## config.mk

```make
export PLATFORM = sky130hd
export DESIGN_NAME = modbus_read_response_checker_unit
export DESIGN_NICKNAME = d
export VERILOG_FILES = /design/src/design/mrrc_pkg.sv /design/src/design/modbus_read_response_checker_unit.sv
export SDC_FILE = /design/constraint.sdc
export NUM_CORES = 1
export LEC_CHECK = 0
export BUFFER_PORTS_ARGS = -buffer_cell sky130_fd_sc_hd__buf_2
export CORE_ASPECT_RATIO = 2
export CORE_MARGIN = 3
export CORE_UTILIZATION = 35
export CTS_BUF_LIST = sky130_fd_sc_hd__clkbuf_8
export DETAILED_ROUTE_END_ITERATION = 8
export GPL_TIMING_DRIVEN = 0
export SLEW_MARGIN = 25
export SYNTH_ARGS = -nofsm -noshare
export SYNTH_HDL_FRONTEND = slang
export SYNTH_SLANG_ARGS = --single-unit
```

## constraint.sdc

```tcl
create_clock -name clock -period 7.85 [get_ports clock]
set_input_delay 0 -clock clock [delete_from_list [all_inputs] [get_ports clock]]
set_output_delay 0 -clock clock [all_outputs]
set_load 0.005 [all_outputs]
```

## src/design/mrrc_pkg.sv

```systemverilog
// Types, codes and the CRC-16/MODBUS byte update for the read-response checker.
// Used by the top level and by its checker; depends on nothing else.
package mrrc_pkg;

   // Response status codes.
   typedef enum logic [2:0] {
      STATUS_OK          = 3'd0,
      STATUS_FOREIGN     = 3'd1,
      STATUS_BAD_FUNC    = 3'd2,
      STATUS_CRC_ERROR   = 3'd3,
      STATUS_TOO_SHORT   = 3'd4
   } status_type;

   // Configuration register indexes.
   localparam logic [1:0] CSR_MODULE_BASE_ADDRESS = 2'd0;
   localparam logic [1:0] CSR_MODULE_COUNT        = 2'd1;
   localparam logic [1:0] CSR_REGISTER_BASE       = 2'd2;

   // Reset values of the configuration registers.
   localparam logic [7:0] RESET_MODULE_BASE = 8'hC1;
   localparam logic [4:0] RESET_MODULE_COUNT = 5'd5;
   localparam logic [7:0] RESET_REGISTER_BASE = 8'h00;

   localparam logic [7:0]  FUNC_READ_INPUTS = 8'h02;
   localparam logic [4:0]  MAX_MODULES      = 5'd16;
   localparam logic [8:0]  POS_MAX          = 9'd511;
   localparam logic [15:0] CRC_INIT         = 16'hFFFF;
   localparam logic [15:0] CRC_POLY         = 16'hA001;
   localparam int          PAYLOAD_FIRST    = 3;
   localparam int          PAYLOAD_BYTES    = 6;

   // Response data layout.
   localparam int RSP_DATA_WIDTH = 64;
   localparam int RSP_USER_WIDTH = 3;

   // One byte of the reflected CRC-16/MODBUS update.
   function automatic logic [15:0] crc16_feed(input logic [15:0] crc,
                                              input logic [7:0] data);
      logic [15:0] c;
      c = crc ^ {8'h00, data};
      for (int i = 0; i < 8; i++) begin
         if (c[0]) begin
            c = (c >> 1) ^ CRC_POLY;
         end else begin
            c = c >> 1;
         end
      end
      return c;
   endfunction

endpackage

```

## src/design/modbus_read_response_checker_unit.sv

```systemverilog
// Top level of the Modbus RTU read-response checker (function 0x02, CRC-16).
// Depends on mrrc_pkg.
//
//   channel   direction  handshake                   contents
//   req_      in         tvalid/tready, tlast        one frame byte, tlast on last byte
//   rsp_      out        tvalid/tready               status in tuser, words in tdata
//   csr_      in         write enable only           module window and register base
//
// One byte is taken in every cycle; the frame state and the byte-wide CRC update
// sit in one register stage, so the result of a frame is shown in the cycle after
// its last byte is taken. Reset is synchronous and restores the configuration
// defaults and an empty frame. While a result waits in the output register and
// the consumer is not ready, no request is accepted.
module modbus_read_response_checker_unit
   import mrrc_pkg::*;
(
   input  logic                      clock,
   input  logic                      reset,
   // req_tdata fields from bit 0: rx_byte[7:0]
   input  logic                      req_tvalid,
   output logic                      req_tready,
   input  logic [7:0]                req_tdata,
   input  logic                      req_tlast,
   output logic                      rsp_tvalid,
   input  logic                      rsp_tready,
   // rsp_tdata fields from bit 0: channel[3:0], reg_index[11:4],
   // word_first[27:12], word_second[43:28], word_third[59:44], zero[63:60]
   output logic [RSP_DATA_WIDTH-1:0] rsp_tdata,
   // rsp_tuser fields from bit 0: status[2:0]
   output logic [RSP_USER_WIDTH-1:0] rsp_tuser,
   input  logic                      csr_wr_en,
   input  logic [1:0]                csr_index,
   input  logic [7:0]                csr_wdata
);

   logic [7:0]  cfg_base_addr_ff;
   logic [4:0]  cfg_module_count_ff;
   logic [7:0]  cfg_reg_base_ff;

   logic [8:0]  pos_ff, pos_in;
   logic [15:0] crc_ff, crc_in;
   logic [7:0]  addr_ff, addr_in;
   logic [7:0]  func_ff, func_in;
   logic [7:0]  byte_count_ff, byte_count_in;
   logic [7:0]  payload_ff [PAYLOAD_BYTES];
   logic [7:0]  payload_in [PAYLOAD_BYTES];
   logic [1:0]  match_ff, match_in;

   logic                      rsp_valid_ff;
   logic [RSP_DATA_WIDTH-1:0] rsp_data_ff, rsp_data_in;
   status_type                rsp_status_ff, rsp_status_in;

   logic        accept;
   logic        frame_done;
   logic [7:0]  addr_cur, func_cur, count_cur;
   logic [7:0]  payload_cur [PAYLOAD_BYTES];
   logic [1:0]  match_cur;
   logic [15:0] crc_cur;
   logic [8:0]  crc_last_pos;
   logic [4:0]  window;
   logic [7:0]  diff;
   logic [3:0]  chan;
   logic [7:0]  reg_index;
   logic [47:0] words;

   assign req_tready = !rsp_valid_ff || rsp_tready;
   assign accept     = req_tvalid && req_tready;
   assign frame_done = accept && req_tlast;

   // Frame fields as they stand once the current byte is stored.
   always_comb begin
      addr_cur  = (pos_ff == 9'd0) ? req_tdata : addr_ff;
      func_cur  = (pos_ff == 9'd1) ? req_tdata : func_ff;
      count_cur = (pos_ff == 9'd2) ? req_tdata : byte_count_ff;
      for (int i = 0; i < PAYLOAD_BYTES; i++) begin
         payload_cur[i] = (pos_ff == 9'(PAYLOAD_FIRST + i)) ? req_tdata : payload_ff[i];
      end
      crc_last_pos = {1'b0, count_cur} + 9'd2;
      match_cur    = match_ff;
      crc_cur      = crc_ff;
      if (pos_ff <= crc_last_pos) begin
         crc_cur = crc16_feed(crc_ff, req_tdata);
      end else if (pos_ff == crc_last_pos + 9'd1) begin
         if (req_tdata == crc_ff[7:0]) begin
            match_cur[0] = 1'b1;
         end
      end else if (pos_ff == crc_last_pos + 9'd2) begin
         if (req_tdata == crc_ff[15:8]) begin
            match_cur[1] = 1'b1;
         end
      end
   end

   // Result of the frame that ends with the current byte.
   always_comb begin
      window    = (cfg_module_count_ff > MAX_MODULES) ? MAX_MODULES : cfg_module_count_ff;
      diff      = addr_cur - cfg_base_addr_ff;
      chan      = 4'd0;
      reg_index = 8'd0;
      if ({1'b0, diff} >= {4'd0, window}) begin
         rsp_status_in = STATUS_FOREIGN;
      end else begin
         chan      = diff[3:0];
         reg_index = cfg_reg_base_ff + {4'd0, chan} + {3'd0, chan, 1'b0};
         if (func_cur != FUNC_READ_INPUTS) begin
            rsp_status_in = STATUS_BAD_FUNC;
         end else if (pos_ff < crc_last_pos + 9'd2) begin
            rsp_status_in = STATUS_TOO_SHORT;
         end else if (match_cur != 2'b11) begin
            rsp_status_in = STATUS_CRC_ERROR;
         end else begin
            rsp_status_in = STATUS_OK;
         end
      end
      words = 48'd0;
      if (rsp_status_in == STATUS_OK) begin
         words = {payload_cur[4], payload_cur[5], payload_cur[2], payload_cur[3],
                  payload_cur[0], payload_cur[1]};
      end
      rsp_data_in = {4'd0, words, reg_index, chan};
   end

   // Next frame state; the last byte of a frame starts a fresh one.
   always_comb begin
      if (frame_done) begin
         pos_in        = 9'd0;
         crc_in        = CRC_INIT;
         addr_in       = 8'd0;
         func_in       = 8'd0;
         byte_count_in = 8'd0;
         match_in      = 2'b00;
         for (int i = 0; i < PAYLOAD_BYTES; i++) begin
            payload_in[i] = 8'd0;
         end
      end else begin
         pos_in        = (pos_ff == POS_MAX) ? pos_ff : pos_ff + 9'd1;
         crc_in        = crc_cur;
         addr_in       = addr_cur;
         func_in       = func_cur;
         byte_count_in = count_cur;
         match_in      = match_cur;
         for (int i = 0; i < PAYLOAD_BYTES; i++) begin
            payload_in[i] = payload_cur[i];
         end
      end
   end

   always_ff @(posedge clock) begin
      if (reset) begin
         pos_ff        <= 9'd0;
         crc_ff        <= CRC_INIT;
         addr_ff       <= 8'd0;
         func_ff       <= 8'd0;
         byte_count_ff <= 8'd0;
         match_ff      <= 2'b00;
         for (int i = 0; i < PAYLOAD_BYTES; i++) begin
            payload_ff[i] <= 8'd0;
         end
      end else if (accept) begin
         pos_ff        <= pos_in;
         crc_ff        <= crc_in;
         addr_ff       <= addr_in;
         func_ff       <= func_in;
         byte_count_ff <= byte_count_in;
         match_ff      <= match_in;
         for (int i = 0; i < PAYLOAD_BYTES; i++) begin
            payload_ff[i] <= payload_in[i];
         end
      end
   end

   always_ff @(posedge clock) begin
      if (reset) begin
         cfg_base_addr_ff    <= RESET_MODULE_BASE;
         cfg_module_count_ff <= RESET_MODULE_COUNT;
         cfg_reg_base_ff     <= RESET_REGISTER_BASE;
      end else if (csr_wr_en) begin
         case (csr_index)
            CSR_MODULE_BASE_ADDRESS: cfg_base_addr_ff    <= csr_wdata;
            CSR_MODULE_COUNT:        cfg_module_count_ff <= csr_wdata[4:0];
            CSR_REGISTER_BASE:       cfg_reg_base_ff     <= csr_wdata;
            default: ;
         endcase
      end
   end

   always_ff @(posedge clock) begin
      if (reset) begin
         rsp_valid_ff <= 1'b0;
      end else if (frame_done) begin
         rsp_valid_ff <= 1'b1;
      end else if (rsp_tready) begin
         rsp_valid_ff <= 1'b0;
      end
   end

   always_ff @(posedge clock) begin
      if (frame_done) begin
         rsp_data_ff   <= rsp_data_in;
         rsp_status_ff <= rsp_status_in;
      end
   end

   assign rsp_tvalid = rsp_valid_ff;
   assign rsp_tdata  = rsp_data_ff;
   assign rsp_tuser  = rsp_status_ff;

endmodule

```

# After elaboration in Yosys (flattened, before gate mapping)
# Memory sizes are Yosys's and may differ from the RTL's.
# Cells that the tools add are included.
dict set report word_totals {
  reg_bits 136
  ram_bits 48
  output_inout_bits 69
  elab_cells 129
  n_memories 1
}
# memory depth width rd rd_ports_with_merged_regs wr line_no
set memory_table {}
lappend memory_table {payload_ff 6 8 6 0 6 modbus_read_response_checker_unit.sv:45} ;# logic [7:0] payload_ff [PAYLOAD_BYTES];
dict set report classes {
  add_sub_neg 7
  n_lt_le_gt_ge 4
  n_eq_ne 18
  muxes 57
  n_bitwise 15
  reduce_logical 14
}
# cell n
set op_table {}
lappend op_table {{$mux W16} 17}
lappend op_table {{$mux W8} 18}
lappend op_table {{$mux W48} 1}
lappend op_table {{$eq A9 B3 Y1 const B} 4}
lappend op_table {{$not A2 Y3} 8}
lappend op_table {{$add A9 B1 Y9 const B} 2}
lappend op_table {{$eq A9 B2 Y1 const B} 2}
lappend op_table {{$eq A9 B9 Y1} 2}
lappend op_table {{$mux W9} 2}
lappend op_table {{$eq A8 B8 Y1} 2}
lappend op_table {{$xor A16 B8 Y16} 1}
lappend op_table {{$mux W1} 12}
lappend op_table {{$reduce_and A2 Y1} 5}
lappend op_table {{$add A8 B2 Y9 const B} 1}
lappend op_table {{$add A9 B2 Y9 const B} 1}
lappend op_table {{$eq A9 B1 Y1 const B} 1}
lappend op_table {{$eq A9 B4 Y1 const B} 1}
lappend op_table {{$eq A9 B9 Y1 const B} 1}
lappend op_table {{$le A9 B9 Y1} 1}
lappend op_table {{$logic_not A9 Y1} 1}
lappend op_table {{$lt A9 B9 Y1} 1}
lappend op_table {{$mux W3} 3}
lappend op_table {{$add A8 B4 Y8} 1}
lappend op_table {{$add A8 B5 Y8} 1}
lappend op_table {{16 further kinds} 26}

# Longest topological paths before layout
dict set report depth {
  ltp_word 27
  ltp_mapped 25
  mapped_depth_nobuf 21
}

# Worst setup path after synthesis
# No wires, ideal clock.
dict set report synth_timing {
  path_type {register to register}
  start {register pos_ff[1]}
  end {register rsp_data_ff[49] (netlist: rsp_tdata[49]), data pin}
  arrival_time_ps 5056
  required_ps 7660
  setup_slack_ps 2604
  stages_incl_launch_ff 25
  path_buffers 4
  period_less_slack_ps 5246
  path_cell_list {dfxtp_1 ha_1 or3b_2 nor3_4 buf_4 mux2i_1 inv_1 ha_1 clkbuf_1 nor2b_1 o2111ai_1 nand2_1 inv_1 nor3_1 nand3_1 xnor2_1 ha_1 o21a_1 o211ai_1 o21ai_0 and2_1 nand2b_4 buf_2 buf_6 a2111oi_2}
}
dict set report synth_between {
  elab_chain_len 14
}
# element line_no
set synth_lines {}
lappend synth_lines {{start: declaration} modbus_read_response_checker_unit.sv:40} ;# logic [8:0] pos_ff, pos_in;
lappend synth_lines {{start signal: assignment} modbus_read_response_checker_unit.sv:160} ;# pos_ff <= pos_in;
lappend synth_lines {{$eq A9 B2 Y1} modbus_read_response_checker_unit.sv:74} ;# count_cur = (pos_ff == 9'd2) ? req_tdata : byte_count_ff;
lappend synth_lines {{$mux W8} modbus_read_response_checker_unit.sv:74}
lappend synth_lines {{$add A8 B2 Y9} modbus_read_response_checker_unit.sv:78} ;# crc_last_pos = {1'b0, count_cur} + 9'd2;
lappend synth_lines {{$add A9 B2 Y9} {modbus_read_response_checker_unit.sv:87, modbus_read_response_checker_unit.sv:107}}
lappend synth_lines {{$eq A9 B9 Y1} modbus_read_response_checker_unit.sv:87} ;# end else if (pos_ff == crc_last_pos + 9'd2) begin
lappend synth_lines {{$mux W1} modbus_read_response_checker_unit.sv:87}
lappend synth_lines {{$mux W1} modbus_read_response_checker_unit.sv:83} ;# end else if (pos_ff == crc_last_pos + 9'd1) begin
lappend synth_lines {{$mux W2} modbus_read_response_checker_unit.sv:81} ;# if (pos_ff <= crc_last_pos) begin
lappend synth_lines {{$ne A2 B2 Y1} modbus_read_response_checker_unit.sv:109} ;# end else if (match_cur != 2'b11) begin
lappend synth_lines {{$mux W2} modbus_read_response_checker_unit.sv:109}
lappend synth_lines {{$mux W3} modbus_read_response_checker_unit.sv:107} ;# end else if (pos_ff < crc_last_pos + 9'd2) begin
lappend synth_lines {{$mux W3} modbus_read_response_checker_unit.sv:105} ;# if (func_cur != FUNC_READ_INPUTS) begin
lappend synth_lines {{$mux W3} modbus_read_response_checker_unit.sv:100} ;# if ({1'b0, diff} >= {4'd0, window}) begin
lappend synth_lines {{$logic_not A3 Y1} modbus_read_response_checker_unit.sv:116} ;# if (rsp_status_in == STATUS_OK) begin
lappend synth_lines {{end signal: assignment} modbus_read_response_checker_unit.sv:199} ;# rsp_data_ff <= rsp_data_in;
lappend synth_lines {{end: declaration} modbus_read_response_checker_unit.sv:50} ;# logic [RSP_DATA_WIDTH-1:0] rsp_data_ff, rsp_data_in;
# Parallel ways exist; a longest one is shown, timed or not.
# A chain may end at the register's enable or synchronous reset.

# Worst setup path after layout
dict set report layout_timing {
  start {register pos_ff[1]}
  end {register rsp_data_ff[51] (netlist: rsp_tdata[51]), data pin}
}
# The elaborated chain is that of the path after synthesis.

==> impl.org <==
** Worst setup path
- The worst register-to-register path has a setup slack of 0.63 ns.
- Peak per-stage delay on the critical path :: just under 0.7 ns
- Worst Path Class, Setup :: reg -> reg
- Arrival @ worst endpoint :: roughly 7.5 ns
- Max stage delay cell, worst path :: o21ai_0
- Max FO, Critical Path :: 10
- STA classifies the critical path endpoint as a flop.
- Reg-to-Reg Start :: pos_ff[1]
- Tracing the worst setup path back leads to its startpoint at pos_ff[1].
- Counting stages on the worst path, the most repeated cell is ha_1.
- For the worst setup path, the data required time is 8.09 ns.
- The worst setup path is launched from a flop.
- The signal on the critical path passes through ha_1 -> or3b_2 -> nor3_4 -> buf_4 -> mux2i_1 -> inv_1 -> ha_1 -> clkbuf_1 -> nor2b_1 -> o2111ai_1 -> nand2_1 -> inv_1 -> nor3_1 -> nand3_1 -> xnor2_1 -> ha_1 -> o21a_1 -> o211ai_1 -> o21ai_0 -> and2_1 -> nand2b_4 -> buf_2 -> buf_6 -> a2111oi_2.

** Global route
- Aggregate global routing overflow :: 0
- Overall routing resource usage :: 0.172
- Entering global routing, the biggest net connects 55 pins.
- First-pass GRT wire length :: 41600 microns
- The via count of the first global-routing pass is ~7600.
- Antenna violations before repair :: 1

** STA
- Worst hold slack :: 0.0574 ns
- For the final routed database, the setup TNS stands at 0 ns.
- The worst path in the final design needs a cycle of 7.22 ns, including I/O delays and setup.
- At the pin with the least slew margin, the transition time is 0.963 ns.
- Fin. Hold Viols :: 0
- For the final database, setup skew stands at 0.0138 ns.
- Number of max-slew violations in the final report :: 0
- Max Freq :: 139 MHz
- RSZ-0062 raised after global routing :: no
- Final setup violation count :: 0
- Headroom to the max-slew limit came out at 0.358.
- Dividing the final minimum period by the clock period gives 0.920.

** Logic synthesis
- Counting flops with a built-in enable in the synthesized netlist gives 111.
- Synthesis-stage register bit count :: 184
- The share of synthesized area in the top cell type comes to 0.324.
- Library cell with the largest summed area after synthesis :: edfxtp_1
- Gate count of the mapped netlist :: 939
- Counting distinct cell types in the post-synthesis netlist gives a little under 80.
- Avg Cell Area, Syn :: 11.0 sq um
- Counting flops with an async set or reset pin after synthesis yields a share of 0.
- Biggest area contributors in the synthesized netlist :: edfxtp_1, dfxtp_1, a2111oi_2, ha_1, mux2i_1
- The most used flip-flop cell after synthesis is edfxtp_1.
- Yosys warns :: 0
- Sequential share of the synthesized area :: 0.466
- Total standard cell area after synthesis :: 0.0103 sq mm

** Clock tree
- After clock tree synthesis, the repair step resized 0 gates.
- Number of setup buffers added after CTS :: 0
- Longest Clk Path Bufs :: 2
- CTS placed an instance of clkbuf_8 at the clock tree root.
- The later pin in the worst-skew pair is clocked with a latency of about 0.48 ns.
- After clock tree synthesis, the clock-pin slew on the worst setup and hold paths is 0.09 ns.
- Clock net sink count :: 184
- TritonCTS built the clock tree.
- Quantity of hold-fixing buffers added after cts :: 14
- The clock tree synthesis step divided the H-tree into 4 levels.
- TritonCTS created 17 clock buffers.

** Hold path
- The min-delay analysis places its worst path in the category in -> reg.
- The worst hold path begins at reset.

** Floorplanning
- Boundary pin count :: between 90 and 100
- From bottom edge to top edge, the die measures 248 microns.
- The total area inside the core boundary comes to between 0.02 and 0.03 sq mm.
- The die is 127 microns wide.
- Initial Util :: 0.355
- The floorplan has 88 rows.
- Die Outline Area :: 0.0316 sq mm

** Placed design
- Final estimated routing congestion in global placement :: 0.900
- Detailed Place HPWL :: 20900 microns
- The count of buffers added on input and output ports is 83.

** Power and ir drop
- Static power due to leakage :: 4.54 nW
- VDD sags by at most 0.112 mV.
- After layout, the design draws a total of 2.07 mW.
- Power per standard cell area :: about 180 mW/mm^2

** Run status
- The run finished with clean final reports.

** Run
- Max capacitance violation total :: 0

** Drt
- Number of design rule violations left after detail routing :: 0
- Number of vias in the routed layout :: 7548
- Via density :: between 5 and 6
- Number of detailed-routing iterations run before antenna repair :: 7
- The detailed router finished its first iteration with about 380 violations.
- Once detail routing completed, the nets flagged for antenna violations numbered 0.
- Wire length per cell :: 18.8 microns
- After detailed routing, the total wire length is 26900 microns.

** Cells and area
- Relative area change from synthesis to final layout :: 14.0%
- Fraction of layout instances using a drive strength above 1 :: 0.187
- Net count, final :: 1137
- Counting the fill cells in the layout gives 2888.
[flip-flops by register name, summed over array words and instances (netlist names), 2 cells and up]
signal	cells
rsp_tdata	60
payload_ff	48
crc_ff	16
pos_ff	9
addr_ff	8
byte_count_ff	8
cfg_base_addr_ff	8
cfg_reg_base_ff	8
func_ff	8
cfg_module_count_ff	5
rsp_tuser	3
match_ff	2
[metal layers]
metal	GRT usage	routed length [microns]
met1	0.165	9560
met3	0.0279	791
met2	0.346	15500
met4	0.0812	1070
met5	0	0
[critical path: cells and delay by family (launching register included)]
kind | cells | cell delay [ns]
muxes | 1 | 0.45
buffers and inverters | 6 | 1.17
AOI/OAI and AO/OA | 5 | 1.54
adders and majority gates | 3 | 0.82
xor gates and xnor gates | 1 | 0.16
DFF | 1 | 0.54
and+or+nand+nor | 8 | 2.30
[logic make-up (layout without fill, tap and decap cells)]
group | Yosys count | count (layout) | synth area share
simple gates | 286 | 286 | 0.138
compound gates | 198 | 198 | 0.171
flops | 184 | 184 | 0.466
buf+inv | 96 | 227 | 0.0430
mux | 64 | 64 | 0.0635
xor+xnor | 57 | 57 | 0.0493
fa+ha+maj | 53 | 53 | 0.0681
other cells | 1 | 5 | 0.000365
[layout by cell type, fill, tap and decap left out, types with 14 or more instances in the layout]
cell type,count
inv_1,35
dlygate4sd3_1,14
nand3_1,20
ha_1,48
o21ai_0,21
edfxtp_1,111
a2111oi_2,46
nor2_1,123
xnor2_1,39
mux2i_1,56
buf_2,85
clkbuf_1,43
nand2_1,56
xor2_1,17
nor2b_1,16
a22o_1,21
a21oi_1,36
clkbuf_8,17
dfxtp_1,73
[final cells by class]
| cell class | instances | area (sq um) | area share |
|---|---|---|---|
| multi-input combinational | 662 | 5060 | 0.431 |
| sequential | 184 | 4790 | 0.409 |
| timing repair buffer | 99 | 603 | 0.0514 |
| tap | 360 | 450 | 0.0384 |
| buffer | 60 | 307 | 0.0261 |
| clock buffer | 17 | 234 | 0.0200 |
| clock inverter | 15 | 138 | 0.0117 |
| inverter | 36 | 138 | 0.0117 |
| antenna | 1 | 2.50 | 0.000213 |
[path summary, 6_finish.rpt]
path / endpoint / cells after the start
worst max-delay path: rsp_tdata[51] / 24
worst min-delay path: crc_ff[15] / 3
worst max register to register: rsp_tdata[51] / 24
worst min register to register: addr_ff[0] / 2
[cells in the mapped netlist (all sizes together), types with 9 or more instances]
cell	number
mux2i	57
clkbuf	43
buf	17
a2111oi	49
a21oi	37
nor2b	16
nand4	11
a21o	13
nand2	56
nor2	123
o21ai	26
edfxtp	111
a22o	21
nor3	9
xnor2	40
inv	36
xor2	17
nand2b	11
nand3	21
ha	48
dfxtp	73
[per-stage QoR]
stage | std cells | worst slack, ns | utilization | area (sq um)
6_report | 1434 | 0.631 | 0.405 | 11700
5_1_grt | 1434 | 0.204 | 0.405 | 11700
4_1_cts | 1433 | 0.621 | 0.405 | 11700
3_5_place_dp | 1387 | 0.658 | 0.387 | 11200
3_3_place_gp | 1385 | 0.677 | 0.385 | 11200
2_1_floorplan | 942 | 2.60 | - | 10300
[power by group]
part	switching, mW	internal (mW)	total (mW)
Clock	0.346	0.280	0.626
Combinational	0.209	0.148	0.357
Sequential	0.0211	1.07	1.09
Note: power is estimated with default switching activity, not from simulation.
